[config.mk]
export PLATFORM = sky130hd
export DESIGN_NAME = pfd_bus
export DESIGN_NICKNAME = d
export VERILOG_FILES = /design/src/rtl/pfd_pkg.sv /design/src/rtl/pfd_bus.sv
export SDC_FILE = /design/constraint.sdc
export NUM_CORES = 1
export LEC_CHECK = 0
export ABC_AREA = 0
export BUFFER_PORTS_ARGS = -buffer_cell sky130_fd_sc_hd__buf_4
export CELL_PAD_IN_SITES_DETAIL_PLACEMENT = 2
export CELL_PAD_IN_SITES_GLOBAL_PLACEMENT = 2
export CORE_ASPECT_RATIO = 0.8
export CORE_MARGIN = 1
export CORE_UTILIZATION = 29
export DETAILED_ROUTE_END_ITERATION = 10
export GPL_TIMING_DRIVEN = 0
export HOLD_SLACK_MARGIN = 0.06
export PLACE_DENSITY_LB_ADDON = 0.1
export SLEW_MARGIN = 20
export SYNTH_ARGS = -nofsm -noshare
export SYNTH_HDL_FRONTEND = slang
export SYNTH_SLANG_ARGS = --single-unit
[constraint.sdc]
create_clock -name clock -period 1.55 [get_ports clock]
set_input_delay 0.155 -clock clock [delete_from_list [all_inputs] [get_ports clock]]
set_output_delay 0.155 -clock clock [all_outputs]
set_load 0.02 [all_outputs]
[src/rtl/pfd_pkg.sv]
// Shared types, constants and helpers for the paletted framebuffer display.
// Depends on nothing. The bus, pixel and top-level files use it through scoped names.
package pfd_pkg;

   // Picture geometry and frame store sizing
   localparam int FRAME_COUNT    = 8;
   localparam int PICTURE_WIDTH  = 64;
   localparam int PICTURE_HEIGHT = 64;
   localparam int PIXEL_SCALE    = 6;

   localparam int FRAME_WORDS = (PICTURE_WIDTH * PICTURE_HEIGHT + 7) / 8;
   localparam int STORE_WORDS     = FRAME_COUNT * FRAME_WORDS;
   localparam int ADDR_W          = (STORE_WORDS > 1) ? $clog2(STORE_WORDS) : 1;
   localparam int PX_W            = $clog2(PICTURE_WIDTH);
   localparam int PY_W            = (PICTURE_HEIGHT > 1) ? $clog2(PICTURE_HEIGHT) : 1;
   localparam int IDX_W           = $clog2(PICTURE_WIDTH * PICTURE_HEIGHT);

   // Field widths
   localparam int CMD_W     = 2;
   localparam int OFF_W     = 8;
   localparam int DATA_W    = 32;
   localparam int SX_W      = 10;
   localparam int SY_W      = 9;
   localparam int FRAME_W   = 4;
   localparam int UIDX_W    = 13;
   localparam int PAL_W     = 6;
   localparam int PAL_DEPTH = 16;
   localparam int PAL_IDX_W = 4;
   localparam int CSR_IDX_W = 2;

   // Scaled picture extent, compared against coordinate offsets
   localparam int SPAN_W = 11;
   localparam logic [SPAN_W-1:0] SPAN_X = SPAN_W'(PICTURE_WIDTH * PIXEL_SCALE);
   localparam logic [SPAN_W-1:0] SPAN_Y = SPAN_W'(PICTURE_HEIGHT * PIXEL_SCALE);

   // Division by the scale as multiply by a rounded-up reciprocal
   localparam int RECIP_SHIFT = 16;
   localparam int RECIP_W     = 17;
   localparam logic [RECIP_W-1:0] RECIP =
      RECIP_W'(((1 << RECIP_SHIFT) + PIXEL_SCALE - 1) / PIXEL_SCALE);
   localparam int PROD_W = SX_W + RECIP_W;

   localparam logic [FRAME_W:0]   FRAME_LIMIT = (FRAME_W + 1)'(FRAME_COUNT);
   localparam logic [UIDX_W-1:0]  WPF_LIMIT   = UIDX_W'(FRAME_WORDS);

   // Commands
   localparam logic [CMD_W-1:0] CMD_READ  = 2'd0;
   localparam logic [CMD_W-1:0] CMD_WRITE = 2'd1;
   localparam logic [CMD_W-1:0] CMD_PIXEL = 2'd2;

   // Register offsets
   localparam logic [OFF_W-1:0] OFF_ID          = 8'd0;
   localparam logic [OFF_W-1:0] OFF_CTRL        = 8'd4;
   localparam logic [OFF_W-1:0] OFF_STATUS      = 8'd8;
   localparam logic [OFF_W-1:0] OFF_UPLOAD      = 8'd12;
   localparam logic [OFF_W-1:0] OFF_STREAM      = 8'd16;
   localparam logic [OFF_W-1:0] OFF_PALETTE     = 8'd64;
   localparam logic [OFF_W-1:0] OFF_PALETTE_END = 8'd128;

   // Configuration register indexes
   localparam logic [CSR_IDX_W-1:0] CSR_PIC_LEFT  = 2'd0;
   localparam logic [CSR_IDX_W-1:0] CSR_PIC_TOP   = 2'd1;
   localparam logic [CSR_IDX_W-1:0] CSR_DEVICE_ID = 2'd2;

   localparam logic [SX_W-1:0]      LEFT_RESET  = 10'd128;
   localparam logic [SY_W-1:0]      TOP_RESET   = 9'd48;
   localparam logic [PAL_IDX_W-1:0] BG_ENTRY    = 4'd9;
   localparam logic [7:0]           COLOR_STEP  = 8'd85;
   localparam logic [DATA_W-1:0]    ALPHA_OPAQUE = 32'hFF00_0000;
   localparam logic [DATA_W-1:0]    STATUS_VALUE = 32'd1;

   // Payload types
   typedef struct packed {
      logic [CMD_W-1:0]  cmd;
      logic [OFF_W-1:0]  reg_offset;
      logic [DATA_W-1:0] write_data;
      logic [SX_W-1:0]   pos_x;
      logic [SY_W-1:0]   pos_y;
   } req_type;

   typedef struct packed {
      logic [DATA_W-1:0] read_data;
      logic [DATA_W-1:0] pixel_color;
   } rsp_type;

   // Display settings seen by the pixel path
   typedef struct packed {
      logic               display_enable;
      logic [FRAME_W-1:0] shown_frame;
      logic [SX_W-1:0]    pic_left;
      logic [SY_W-1:0]    pic_top;
   } view_type;

   // Frame store write from the upload stream
   typedef struct packed {
      logic              en;
      logic [ADDR_W-1:0] addr;
      logic [DATA_W-1:0] data;
   } store_wr_type;

   // Coordinate mapping result
   typedef struct packed {
      logic              in_pic;
      logic [ADDR_W-1:0] addr;
      logic [2:0]        nib_sel;
   } map_type;

   typedef enum logic [2:0] {
      ST_CLEAR,
      ST_IDLE,
      ST_MAP,
      ST_READ,
      ST_DONE
   } state_type;

   // 6-bit RRGGBB to opaque ARGB8888
   function automatic logic [DATA_W-1:0] expand_color(input logic [PAL_W-1:0] rgb);
      logic [7:0] r;
      logic [7:0] g;
      logic [7:0] b;
      r = 8'(rgb[5:4]) * COLOR_STEP;
      g = 8'(rgb[3:2]) * COLOR_STEP;
      b = 8'(rgb[1:0]) * COLOR_STEP;
      return ALPHA_OPAQUE | {8'h00, r, g, b};
   endfunction

endpackage

[src/rtl/pfd_bus.sv]
// Register file: configuration registers, control, upload pointer and palette.
// Depends on pfd_pkg.
module pfd_bus (
   input  logic                                clock,
   input  logic                                reset,
   input  logic                                csr_wr,
   input  logic [pfd_pkg::CSR_IDX_W-1:0]       csr_index,
   input  logic [pfd_pkg::DATA_W-1:0]          csr_data,
   input  logic                                bus_wr,
   input  logic [pfd_pkg::OFF_W-1:0]           offset,
   input  logic [pfd_pkg::DATA_W-1:0]          wdata,
   input  logic                                pix_pal_en,
   input  logic [pfd_pkg::PAL_IDX_W-1:0]       pix_pal_idx,
   output logic [pfd_pkg::DATA_W-1:0]          rd_data,
   output logic [pfd_pkg::PAL_W-1:0]           pal_rd_data,
   output pfd_pkg::view_type                   view,
   output pfd_pkg::store_wr_type               store_wr
);

   logic [pfd_pkg::SX_W-1:0]    left_ff, left_in;
   logic [pfd_pkg::SY_W-1:0]    top_ff, top_in;
   logic [pfd_pkg::DATA_W-1:0]  id_ff, id_in;
   logic                        enable_ff, enable_in;
   logic [pfd_pkg::FRAME_W-1:0] shown_ff, shown_in;
   logic [pfd_pkg::FRAME_W-1:0] upframe_ff, upframe_in;
   logic [pfd_pkg::UIDX_W-1:0]  upidx_ff, upidx_in;
   logic [pfd_pkg::PAL_W-1:0]   pal_ff [pfd_pkg::PAL_DEPTH];
   logic [pfd_pkg::PAL_W-1:0]   pal_in [pfd_pkg::PAL_DEPTH];

   logic                          is_palette;
   logic [pfd_pkg::PAL_IDX_W-1:0] pal_sel;
   logic [pfd_pkg::PAL_IDX_W-1:0] pal_rd_idx;
   logic [pfd_pkg::FRAME_W-1:0]   wr_frame;
   logic [pfd_pkg::FRAME_W-1:0]   wr_upframe;
   logic                          stream_ok;

   // Offset decode
   assign is_palette = (offset >= pfd_pkg::OFF_PALETTE) && (offset < pfd_pkg::OFF_PALETTE_END);
   assign pal_sel    = pfd_pkg::PAL_IDX_W'((offset - pfd_pkg::OFF_PALETTE) >> 2);

   // Single palette read port, shared between bus reads and pixel lookups
   assign pal_rd_idx  = pix_pal_en ? pix_pal_idx : pal_sel;
   assign pal_rd_data = pal_ff[pal_rd_idx];

   // Frame numbers out of range fold to frame zero
   assign wr_frame   = ({1'b0, wdata[11:8]} < pfd_pkg::FRAME_LIMIT) ? wdata[11:8] : '0;
   assign wr_upframe = ({1'b0, wdata[19:16]} < pfd_pkg::FRAME_LIMIT) ? wdata[19:16] : '0;
   assign stream_ok  = upidx_ff < pfd_pkg::WPF_LIMIT;

   // Upload stream write into the frame store
   always_comb begin
      store_wr.en   = bus_wr && (offset == pfd_pkg::OFF_STREAM) && stream_ok;
      store_wr.addr = pfd_pkg::ADDR_W'(pfd_pkg::ADDR_W'(upframe_ff)
                      * pfd_pkg::ADDR_W'(pfd_pkg::FRAME_WORDS)
                      + pfd_pkg::ADDR_W'(upidx_ff));
      store_wr.data = wdata;
   end

   // Register read mux
   always_comb begin
      rd_data = '0;
      unique case (offset)
         pfd_pkg::OFF_ID:     rd_data = id_ff;
         pfd_pkg::OFF_CTRL:   rd_data = {20'd0, shown_ff, 7'd0, enable_ff};
         pfd_pkg::OFF_STATUS: rd_data = pfd_pkg::STATUS_VALUE;
         default: begin
            if (is_palette) begin
               rd_data = pfd_pkg::DATA_W'(pal_rd_data);
            end
         end
      endcase
   end

   // Next-state for configuration and bus writes
   always_comb begin
      left_in    = left_ff;
      top_in     = top_ff;
      id_in      = id_ff;
      enable_in  = enable_ff;
      shown_in   = shown_ff;
      upframe_in = upframe_ff;
      upidx_in   = upidx_ff;
      pal_in     = pal_ff;
      if (csr_wr) begin
         unique case (csr_index)
            pfd_pkg::CSR_PIC_LEFT:  left_in = csr_data[pfd_pkg::SX_W-1:0];
            pfd_pkg::CSR_PIC_TOP:   top_in  = csr_data[pfd_pkg::SY_W-1:0];
            pfd_pkg::CSR_DEVICE_ID: id_in   = csr_data;
            default: ;
         endcase
      end
      if (bus_wr) begin
         unique case (offset)
            pfd_pkg::OFF_CTRL: begin
               enable_in = wdata[0];
               shown_in  = wr_frame;
            end
            pfd_pkg::OFF_UPLOAD: begin
               upframe_in = wr_upframe;
               upidx_in   = wdata[pfd_pkg::UIDX_W-1:0];
            end
            pfd_pkg::OFF_STREAM: begin
               if (stream_ok) begin
                  upidx_in = upidx_ff + 1'b1;
               end
            end
            default: begin
               if (is_palette) begin
                  pal_in[pal_sel] = wdata[pfd_pkg::PAL_W-1:0];
               end
            end
         endcase
      end
   end

   always_ff @(posedge clock) begin
      if (reset) begin
         left_ff    <= pfd_pkg::LEFT_RESET;
         top_ff     <= pfd_pkg::TOP_RESET;
         id_ff      <= '0;
         enable_ff  <= 1'b0;
         shown_ff   <= '0;
         upframe_ff <= '0;
         upidx_ff   <= '0;
         for (int i = 0; i < pfd_pkg::PAL_DEPTH; i++) begin
            pal_ff[i] <= '0;
         end
      end else begin
         left_ff    <= left_in;
         top_ff     <= top_in;
         id_ff      <= id_in;
         enable_ff  <= enable_in;
         shown_ff   <= shown_in;
         upframe_ff <= upframe_in;
         upidx_ff   <= upidx_in;
         pal_ff     <= pal_in;
      end
   end

   always_comb begin
      view.display_enable = enable_ff;
      view.shown_frame    = shown_ff;
      view.pic_left       = left_ff;
      view.pic_top        = top_ff;
   end

endmodule

==> implementation parameters, run 1 <==
Parameter                              Value

Status
  Result of the run ... complete, but fails checks
  Violated checks ... setup timing

Placed design
  Detailed Place HPWL ... 22.8 mm
  Last weighted congestion value of the routability-driven placer ... 0.798
  Number of port buffers ... 166
  Worst Setup Slack post-DPL ... -1.06 ns
  Cell area after placement ... 9870 sq um

Synthesis
  Top flip-flop cell by instance count after synthesis ... sky130_fd_sc_hd__dfxtp_1
  Count of flip-flops with a built-in enable after synthesis ... 0
  Register bit total from synthesis ... 167
  Mean instance size in the synthesized netlist ... 8.80 sq um
  Synthesized area ... 8110 sq um
  Syn Inst Count ... 922
  Fraction of registers with async set or reset after synthesis ... 0%
  Yosys cell types ... 55
  Yosys warns ... 0
  Net count of the mapped netlist ... 1008
  Sequential area share after synthesis ... 41.2%

Pwr
  Part of the power in combinational logic ... 12.4%
  Static leakage power ... 4.76 nW
  PD cells ... 859 nW/um^2
  Peak VDD IR ... 0.788 mV
  Internal power contribution ... 7.73 mW
  Power, Total ... 10.4 mW
  Fraction of power consumed by the clock network ... 45.7%
  Switching part of the total power ... 25.9%
  Net Switching ... 2.70 mW
  Part of the total power dissipated in sequential elements ... 41.9%

Routing
  Via count normalized by instance count ... 4.97
  Routed Wire Length ... 33.5 mm
  Post-route DRC violation count ... 0
  Violation count after the first detailed-routing iteration ... 261
  Post-DRT Antenna Nets ... 0
  Via count ... 7759
  Detailed Routing Iterations Pass 1 ... 5
  Routed length per placed instance ... 21.5 um

Global routing
  Global-route wire length before repair ... 49.1 mm
  Antenna violations before repair ... 0
  Overall track demand over capacity in global routing ... 23.0%
  Overflow after GRT ... 0
  Via count of the first global-routing pass ... 8172
  Pin count of the biggest net entering global routing ... 17

Timing
  Final Hold Violating Endpoints ... 0
  Setup TNS ... -11.76 ns
  Clock Skews ... 0.00613 ns
  Crit path setup slack, layout ... -0.517 ns
  Part of the cycle the worst path needs ... 133%
  Post-layout min period ... 2.07 ns
  Final max-slew violation count ... 0
  Pin slew with the least headroom to its limit ... 1.06 ns
  Max-Slew Margin vs Limit ... 29.1%
  Number of setup violations in the final report ... 54
  Setup repair after global routing missed its margin ... true
  Fmax ... 484 MHz

Finish
  Diodes inserted ... 0
  Synthesis-to-finish area growth ... 49.8%
  Final core utilization ... 44.4%
  Post-route standard cell area excluding fillers ... 12200 sq um
  Highest-count cells in the layout ignoring fill and taps ... sky130_fd_sc_hd__buf_4 (203), sky130_fd_sc_hd__dfxtp_1 (158), sky130_fd_sc_hd__nand2_1 (135), sky130_fd_sc_hd__mux2i_1 (101), sky130_fd_sc_hd__nor2_1 (95)
  Share of cells above drive strength 1 ... 37.2%
  Net total in the final layout ... 1269
  Most common library cell in the layout ignoring fill and taps ... sky130_fd_sc_hd__buf_4

Die
  I/O Pins ... 190
  Effective utilization at floorplan ... 29.6%
  Row count ... 54
  Die extent in y ... 152 um
  Area of the die ... 28600 sq um
  Std-Cell Core Area ... 27400 sq um
  Horizontal die dimension ... 189 um

Setup path
  Worst reg2reg endpoint ... upidx_ff[0]
  Highest net fanout along the worst path ... 10
  Endpoint arrival time on the critical path ... 1.91 ns
  Worst setup path startpoint ... pix_pal_en
  Endpoint required time on the critical path ... 1.39 ns
  Worst Reg2Reg Path Length in Cells ... 7
  Class of the most critical setup path ... input pin to output port
  Critical path startpoint category ... input pin
  Crit. End Element ... output port
  Worst R2R Setup Slack ... -0.32 ns
  Critical R2R Launch ... upidx_ff[9]

CTS
  Maximum count of clock buffers along a single path ... 2
  CTS tree ... built
  Clk Tree Root Cell ... sky130_fd_sc_hd__clkbuf_16
  Latest clock arrival within the worst-skew pair ... 0.44 ns
  TritonCTS Buffers ... 17
  Number of H-tree levels ... 4
  Worst-path clk slew ... 0.07 ns
  Sinks on the clock net ... 167

Worst hold path
  Hold path depth ... 4
  Hold_sp ... wdata[11]
  Class of the tightest hold or removal check ... input pin to flop
  Sink of the worst hold path ... shown_ff[2]

Flow run
  Count of max-cap constraint violations ... 0
[how the worst max path moves through the flow]
| stage | endpoint | slack, ns | cells past startpoint |
|---|---|---|---|
| 2_1_floorplan | rd_data[1] | -0.48 | 6 |
| 3_3_place_gp | rd_data[4] | -1.03 | 8 |
| 3_5_place_dp | rd_data[2] | -1.06 | 8 |
| 4_1_cts | rd_data[0] | -0.53 | 8 |
| 5_1_grt | rd_data[3] | -0.59 | 9 |
| 6_report | rd_data[2] | -0.52 | 8 |
[per-stage QoR]
stage / instances / hold slack, ns
after floorplan: 922 / 0.273
after detailed placement: 1452 / 0.407
final: 1560 / 0.0711
after global routing: 1560 / 0.0798
after global placement: 1452 / 0.402
after CTS: 1545 / 0.0640
[power by group through the flow]
stage	logic, mW	clock network (mW)	registers, mW
after global routing	1.37	5.04	4.38
after global placement	1.04	0	4.47
after floorplan	0.561	0	4.49
final	1.29	4.77	4.37
after CTS	1.23	4.88	4.37
after detailed placement	1.05	0	4.47
[final cells by class]
type	count	area [sq um]
multi-input combinational	647	4770
buffer	107	749
clock buffer	20	457
clock inverter	12	189
tap	364	455
timing repair buffer	243	2170
sequential	167	3360
fill	2919	15200
[kinds of logic (layout without fill, tap and decap cells)]
logic type,Yosys count,in the layout,synth area share [%]
buffers and inverters,108,382,7.41
AND/OR/NAND/NOR,358,358,21.0
flip-flops,167,167,41.2
XOR/XNOR,2,2,0.216
adder cells (fa/ha/maj),3,3,0.555
multiplexers,147,147,20.5
AO/OA/AOI/OAI,136,136,9.10
other,1,1,0.0462
[timing repair]
action | in CTS | in global routing
resized for setup | 167 | 77
endpoints found under the hold margin | 54 | 0
buffers inserted | 26 | 17
hold buffers | 34 | 0
pin swaps | 38 | 37
gates cloned | 1 | 1
endpoints found under the setup margin | 100 | 94
[cells in the mapped netlist (2+ instances only)]
master                     instances  area share [%]
sky130_fd_sc_hd__buf_1             3            0.14
sky130_fd_sc_hd__xnor2_1           2            0.22
sky130_fd_sc_hd__nor2b_1           3            0.23
sky130_fd_sc_hd__clkbuf_1         48             2.2
sky130_fd_sc_hd__mux4_2           14             3.9
sky130_fd_sc_hd__nand2_1         140             6.5
sky130_fd_sc_hd__nand3b_1         10            0.93
sky130_fd_sc_hd__a21oi_1          78             4.8
sky130_fd_sc_hd__nor2_2            6            0.46
sky130_fd_sc_hd__nor4_1            4            0.31
sky130_fd_sc_hd__a22o_1            2            0.22
sky130_fd_sc_hd__mux2i_1         131              16
sky130_fd_sc_hd__and3_1            6            0.46
sky130_fd_sc_hd__and2_1           32             2.5
sky130_fd_sc_hd__or3_1             2            0.15
sky130_fd_sc_hd__dfxtp_1         167              41
sky130_fd_sc_hd__or2_2             2            0.15
sky130_fd_sc_hd__and2_0            2            0.15
sky130_fd_sc_hd__o211ai_1          4            0.37
sky130_fd_sc_hd__ha_1              2            0.31
sky130_fd_sc_hd__and3b_1           2            0.22
sky130_fd_sc_hd__nor2_1          105             4.9
sky130_fd_sc_hd__nor3b_1           4            0.37
sky130_fd_sc_hd__nand2b_1          6            0.46
sky130_fd_sc_hd__a22oi_1           5            0.46
sky130_fd_sc_hd__nand3_1          12            0.74
sky130_fd_sc_hd__o21ai_0          37             2.3
sky130_fd_sc_hd__or3b_1            3            0.32
sky130_fd_sc_hd__buf_2             9            0.56
sky130_fd_sc_hd__nand4_1           5            0.39
sky130_fd_sc_hd__nor3_1            4            0.25
sky130_fd_sc_hd__a21o_1            3            0.28
sky130_fd_sc_hd__buf_4            47             4.4
[metal layers]
| metal | share of wire [%] | global-route usage, % | up-vias |
|---|---|---|---|
| met3 | 3.9 | 3.64 | 40 |
| met4 | 2.4 | 7.82 | 0 |
| met2 | 49 | 38.5 | 169 |
| met1 | 45 | 30.2 | 3901 |
| li1 | - | - | 3649 |
| met5 | 0 | 0 | - |
[flip-flops by register name, summed over array words and instances (netlist names)]
signal      cells
shown_ff        3
id_ff          32
left_ff        10
pal_ff         96
upframe_ff      3
upidx_ff       13
enable_ff       1
top_ff          9
[critical path, cell delays in order]
cell and delay (ns):
sky130_fd_sc_hd__buf_8 0.09, sky130_fd_sc_hd__mux2i_4 0.24, sky130_fd_sc_hd__buf_12 0.15, sky130_fd_sc_hd__buf_12 0.17
sky130_fd_sc_hd__mux4_2 0.56, sky130_fd_sc_hd__mux2i_2 0.22, sky130_fd_sc_hd__o211ai_1 0.14, sky130_fd_sc_hd__buf_4 0.18
Note: power is estimated with default switching activity, not from simulation.
==> inputs of run 2 (changes only) <==
--- a/config.mk
+++ b/config.mk
@@ -6,7 +6,7 @@
 export NUM_CORES = 1
 export LEC_CHECK = 0
 export ABC_AREA = 0
-export BUFFER_PORTS_ARGS = -buffer_cell sky130_fd_sc_hd__buf_4
+export BUFFER_PORTS_ARGS = -buffer_cell sky130_fd_sc_hd__buf_2
 export CELL_PAD_IN_SITES_DETAIL_PLACEMENT = 2
 export CELL_PAD_IN_SITES_GLOBAL_PLACEMENT = 2
 export CORE_ASPECT_RATIO = 0.8
==> implementation parameters, run 2 (synthesis results as in run 1) <==
Parameter                              Value

Status
  Result of the run ... complete, but fails checks
  Violated checks ... setup timing

Global routing
  Overall track demand over capacity in global routing ... 22.6%
  Global-route wire length before repair ... 48.5 mm
  Pin count of the biggest net entering global routing ... 17
  Overflow after GRT ... 0
  Antenna violations before repair ... 1
  Via count of the first global-routing pass ... 8035

Setup path
  Endpoint required time on the critical path ... 1.39 ns
  Worst Reg2Reg Path Length in Cells ... 5
  Worst setup path startpoint ... pix_pal_en
  Largest incremental delay on the critical path ... 0.55 ns
  Critical path startpoint category ... input pin
  Worst R2R Setup Slack ... -0.08 ns
  Crit. End Element ... output port
  Class of the most critical setup path ... input pin to output port
  Critical R2R Launch ... upidx_ff[10]
  Critical Path Slowest Stage Cell ... sky130_fd_sc_hd__mux4_2
  CP Cell Sequence ... buf_12 > mux2i_4 > buf_12 > buf_12 > mux4_2 > nand2_2 > nand4_1 > a22o_1 > buf_6
  Endpoint arrival time on the critical path ... 1.94 ns
  Most common cell on crit path ... sky130_fd_sc_hd__buf_12
  CP Capture Point ... rd_data[1]
  Highest net fanout along the worst path ... 6
  Worst reg2reg endpoint ... upidx_ff[0]

Routing
  Post-route DRC violation count ... 0
  Violation count after the first detailed-routing iteration ... 294
  Post-DRT Antenna Nets ... 0
  Routed Wire Length ... 33.0 mm
  Via count ... 7589
  Detailed Routing Iterations Pass 1 ... 4
  Via count normalized by instance count ... 4.90
  Routed length per placed instance ... 21.3 um

Placed design
  Detailed Place HPWL ... 22.3 mm
  Last weighted congestion value of the routability-driven placer ... 0.822
  Worst Setup Slack post-DPL ... -1.06 ns
  Count of placed standard cells including taps ... 1452
  Number of port buffers ... 166

Pwr
  Net Switching ... 2.68 mW
  Part of the total power dissipated in sequential elements ... 42.1%
  Power, Total ... 10.4 mW
  Fraction of power consumed by the clock network ... 46.2%
  PD cells ... 893 nW/um^2
  Internal power contribution ... 7.71 mW
  Switching part of the total power ... 25.8%
  Peak VDD IR ... 0.783 mV
  Static leakage power ... 4.59 nW
  Part of the power in combinational logic ... 11.7%

Timing
  Setup TNS ... -10.68 ns
  Pin slew with the least headroom to its limit ... 0.862 ns
  Number of setup violations in the final report ... 53
  Post-Route Hold Slack ... 0.107 ns
  Setup repair after global routing missed its margin ... true
  Final Hold Violating Endpoints ... 0
  Fmax ... 477 MHz
  Clock Skews ... 0.00756 ns
  Post-layout min period ... 2.10 ns
  Final max-slew violation count ... 0
  Part of the cycle the worst path needs ... 135%
  Max-Slew Margin vs Limit ... 42.5%
  Crit path setup slack, layout ... -0.545 ns

Flow run
  Count of max-cap constraint violations ... 0

CTS
  Maximum count of clock buffers along a single path ... 2
  Sinks on the clock net ... 167
  Worst-path clk slew ... 0.06 ns
  Latest clock arrival within the worst-skew pair ... 0.44 ns
  TritonCTS Buffers ... 17
  Clk Tree Root Cell ... sky130_fd_sc_hd__clkbuf_16
  CTS tree ... built
  Number of H-tree levels ... 4

Die
  I/O Pins ... 190
  Area of the die ... 28600 sq um
  Horizontal die dimension ... 189 um
  Die extent in y ... 152 um
  Row count ... 54
  Effective utilization at floorplan ... 29.6%
  Std-Cell Core Area ... 27400 sq um

Finish
  Net total in the final layout ... 1258
  Highest-count cells in the layout ignoring fill and taps ... sky130_fd_sc_hd__dfxtp_1 (161), sky130_fd_sc_hd__nand2_1 (136), sky130_fd_sc_hd__buf_2 (133), sky130_fd_sc_hd__mux2i_1 (97), sky130_fd_sc_hd__nor2_1 (97)
  Number of standard cells in the final layout excluding fillers ... 1549
  Most common library cell in the layout ignoring fill and taps ... sky130_fd_sc_hd__dfxtp_1
  Top register by number of flip-flops ... pal_ff
  Synthesis-to-finish area growth ... 43.4%
  Largest registers ranked by flip-flop count ... pal_ff (96), id_ff (32), upidx_ff (13)
  Max reg flops ... 96
  Share of cells above drive strength 1 ... 35.4%

Worst hold path
  Class of the tightest hold or removal check ... input pin to flop
==> run 2: cell types whose count changed in the layout (fill, tap and decap cells not counted), moves of 5 or more <==
| cell | delta |
|---|---|
| sky130_fd_sc_hd__buf_4 | -131 |
| sky130_fd_sc_hd__buf_2 | +129 |
| sky130_fd_sc_hd__buf_6 | -10 |
| sky130_fd_sc_hd__nor2_4 | -6 |
| sky130_fd_sc_hd__a21oi_1 | +5 |
| sky130_fd_sc_hd__a21oi_2 | -5 |
==> run 2: power groups by stage <==
stage	combinational [mW]	clock [mW]	sequential, mW
2_1_floorplan	0.561	0	4.49
3_3_place_gp	0.958	0	4.47
3_5_place_dp	0.972	0	4.47
4_1_cts	1.16	4.88	4.37
5_1_grt	1.30	5.04	4.38
6_report	1.22	4.80	4.38
==> run 2: cell type report <==
| type | count | area [sq um] |
|---|---|---|
| buffer | 107 | 744 |
| sequential | 167 | 3360 |
| clock buffer | 19 | 433 |
| timing repair buffer | 232 | 1740 |
| antenna | 1 | 2.50 |
| fill | 3014 | 15700 |
| tap | 364 | 455 |
| multi-input combinational | 647 | 4700 |
| clock inverter | 12 | 199 |
==> run 2: worst min-delay path by stage <==
| stage | startpoint | end | slack (ns) | depth (start not counted) |
|---|---|---|---|---|
| after global routing | wdata[11] | shown_ff[0] | 0.13 | 4 |
| after CTS | wdata[11] | shown_ff[0] | 0.09 | 4 |
| after global placement | csr_data[10] | id_ff[10] | 0.40 | 3 |
| final | wdata[11] | shown_ff[0] | 0.11 | 4 |
| after floorplan | csr_data[7] | left_ff[7] | 0.27 | 1 |
| after detailed placement | csr_data[13] | id_ff[13] | 0.40 | 3 |
==> run 2: layer usage <==
layer | global-route usage, % | vias up | wire, um
li1 | - | 3613 | -
met1 | 30.1 | 3807 | 15100
met2 | 38.3 | 143 | 16200
met3 | 3.71 | 26 | 1290
met4 | 5.60 | 0 | 433
met5 | 0 | - | 0
==> run 2: stage by stage <==
stage	cell area, sq um	utilization, %
detailed placement	9450	34.5
global route	11600	42.5
CTS	11300	41.2
global placement	9450	34.5
finish	11600	42.5
floorplan	8170	-
==> run 2: what timing repair did <==
action | CTS | global route
gates cloned | 1 | 1
buffers inserted | 18 | 10
hold buffers | 36 | 0
pin swaps | 37 | 17
gates resized for setup | 186 | 60
hold endpoints to repair | 54 | 0
endpoints found under the setup margin | 97 | 105
==> run 2: worst max-delay path, delay by kind of cell <==
| family | cells | cell delay [ns] |
|---|---|---|
| multiplexers | 2 | 0.79 |
| buffers and inverters | 4 | 0.52 |
| AND/OR/NAND/NOR | 2 | 0.24 |
| AO/OA/AOI/OAI | 1 | 0.22 |
==> inputs of run 3 (changes only) <==
--- a/config.mk
+++ b/config.mk
@@ -16,6 +16,7 @@
 export GPL_TIMING_DRIVEN = 0
 export HOLD_SLACK_MARGIN = 0.06
 export PLACE_DENSITY_LB_ADDON = 0.1
+export RECOVER_POWER = 100
 export SLEW_MARGIN = 20
 export SYNTH_ARGS = -nofsm -noshare
 export SYNTH_HDL_FRONTEND = slang
==> implementation parameters, run 3 (synthesis results as in run 1) <==
Parameter                              Value

Setup path
  CP Cell Sequence ... buf_12 > mux2i_4 > buf_12 > buf_12 > mux4_2 > nand2_2 > nand4_1 > a22o_1 > buf_6
  Crit. End Element ... output port
  Class of the most critical setup path ... input pin to output port
  Largest incremental delay on the critical path ... 0.57 ns
  Critical Path Slowest Stage Cell ... sky130_fd_sc_hd__mux4_2
  Most common cell on crit path ... sky130_fd_sc_hd__buf_12
  Crit path buf inv count ... 4
  Endpoint required time on the critical path ... 1.39 ns
  Highest net fanout along the worst path ... 6
  Critical path startpoint category ... input pin
  Endpoint arrival time on the critical path ... 1.95 ns
  Critical path's top delay family ... multiplexers

CTS
  CTS tree ... built
  Latest clock arrival within the worst-skew pair ... 0.44 ns
  Maximum count of clock buffers along a single path ... 2
  Sinks on the clock net ... 167
  Number of H-tree levels ... 4
  TritonCTS Buffers ... 17
  Clk Tree Root Cell ... sky130_fd_sc_hd__clkbuf_16
  Worst-path clk slew ... 0.06 ns

Global routing
  Pin count of the biggest net entering global routing ... 17
  Overall track demand over capacity in global routing ... 22.6%
  Overflow after GRT ... 0
  Antenna violations before repair ... 1
  Global-route wire length before repair ... 48.5 mm
  Via count of the first global-routing pass ... 8035

Finish
  Post-route standard cell area excluding fillers ... 11500 sq um
  Synthesis-to-finish area growth ... 42.3%
  Highest-count cells in the layout ignoring fill and taps ... sky130_fd_sc_hd__dfxtp_1 (163), sky130_fd_sc_hd__nand2_1 (136), sky130_fd_sc_hd__clkbuf_1 (109), sky130_fd_sc_hd__nor2_1 (99), sky130_fd_sc_hd__mux2i_1 (97)
  Sequential cell area ... 3350 sq um
  Top register by number of flip-flops ... pal_ff
  Share of cells above drive strength 1 ... 29.6%
  Most common library cell in the layout ignoring fill and taps ... sky130_fd_sc_hd__dfxtp_1
  Area taken by multi-input logic gates ... 4690 sq um
  Layout fillers ... 3045
  Max reg flops ... 96
  Largest registers ranked by flip-flop count ... pal_ff (96), id_ff (32), upidx_ff (13)
  Net total in the final layout ... 1258

Pwr
  PD cells ... 899 nW/um^2
  Fraction of power consumed by the clock network ... 46.2%
  Part of the power in combinational logic ... 11.6%
  Static leakage power ... 4.37 nW
  Net Switching ... 2.68 mW
  Part of the total power dissipated in sequential elements ... 42.2%
  Internal power contribution ... 7.69 mW
  Peak VDD IR ... 0.769 mV
  Switching part of the total power ... 25.8%

Timing
  Pin slew with the least headroom to its limit ... 0.873 ns
  Post-Route Hold Slack ... 0.111 ns
  Crit path setup slack, layout ... -0.553 ns
  Number of setup violations in the final report ... 85
  Fmax ... 475 MHz
  Setup repair after global routing missed its margin ... true
  Post-layout min period ... 2.10 ns
  Part of the cycle the worst path needs ... 136%
  Final max-slew violation count ... 0
  Max-Slew Margin vs Limit ... 41.8%
  Final Hold Violating Endpoints ... 0
  Clock Skews ... 0.00753 ns

Die
  Std-Cell Core Area ... 27400 sq um
  Die extent in y ... 152 um
  Row count ... 54
  Horizontal die dimension ... 189 um
  Effective utilization at floorplan ... 29.6%
  Area of the die ... 28600 sq um
  I/O Pins ... 190

Routing
  Violation count after the first detailed-routing iteration ... 271
  Via count normalized by instance count ... 4.89
  Detailed Routing Iterations Pass 1 ... 4
  Post-DRT Antenna Nets ... 0
  Post-route DRC violation count ... 0
  Via count ... 7579
  Routed length per placed instance ... 21.3 um
  Routed Wire Length ... 33.0 mm

Placed design
  Last weighted congestion value of the routability-driven placer ... 0.822
  Cell area after placement ... 9450 sq um
  Number of port buffers ... 166
  Detailed Place HPWL ... 22.3 mm

Status
  Result of the run ... complete, but fails checks
  Violated checks ... setup timing

Worst hold path
  Class of the tightest hold or removal check ... input pin to flop

Flow run
  Count of max-cap constraint violations ... 0
==> run 3: path summary, 6_finish.rpt <==
check               startpoint          end  slack (ns)  cells after the start
hold reg to reg     pal_ff[91]   pal_ff[91]        0.46                      2
setup / recovery    pix_pal_en   rd_data[1]       -0.55                      9
hold / removal       wdata[11]  shown_ff[0]        0.11                      4
setup reg to reg  upidx_ff[10]  upidx_ff[0]       -0.07                      5
==> run 3: what timing repair did <==
item | 4_1_cts | 5_1_grt
hold endpoints to repair | 54 | 0
cloned | 1 | 1
setup endpoints to repair | 97 | 105
hold buffers | 36 | 0
setup buffers | 18 | 10
gates resized for setup | 186 | 60
pin swaps | 37 | 17
==> run 3: worst min-delay path: cells and delay by family <==
family | cells | cell delay [ns]
and+or+nand+nor | 2 | 0.11
AOI/OAI and AO/OA | 1 | 0.11
buffers and inverters | 1 | 0.13
==> run 3: power groups by stage <==
stage / clock network, mW / registers (mW) / logic [mW]
after CTS: 4.88 / 4.37 / 1.16
after global routing: 5.04 / 4.38 / 1.28
after detailed placement: 0 / 4.47 / 0.972
after floorplan: 0 / 4.49 / 0.561
final: 4.80 / 4.38 / 1.20
after global placement: 0 / 4.47 / 0.958
==> run 3: metal layers <==
| layer | global-route usage (%) | wire (um) | vias up |
|---|---|---|---|
| met1 | 30.1 | 14900 | 3791 |
| met3 | 3.71 | 1570 | 28 |
| met2 | 38.3 | 16200 | 144 |
| met5 | 0 | 0 | - |
| li1 | - | - | 3616 |
| met4 | 5.60 | 431 | 0 |
==> run 3: stage by stage <==
stage                     instances  setup slack (ns)  power (mW)  util (%)  TNS [ns]
after CTS                      1538            -0.546        10.4      41.2    -11.14
final                          1549            -0.553        10.4      42.2    -15.19
after floorplan                 922            -0.482        5.05         -     -3.13
after detailed placement       1452             -1.06        5.44      34.5    -86.34
after global routing           1549            -0.605        10.7      42.2    -26.49
after global placement         1452             -1.02        5.43      34.5    -77.73
==> run 3: final cells by class <==
cell class	count	area share, %
clock inverters	12	1.72
repair buffers	232	14.4
well taps	364	3.95
diodes	1	0.0217
multi-input cells	647	40.6
flip-flops and latches	167	29.1
plain buffers	107	6.44
clock buffers	19	3.75
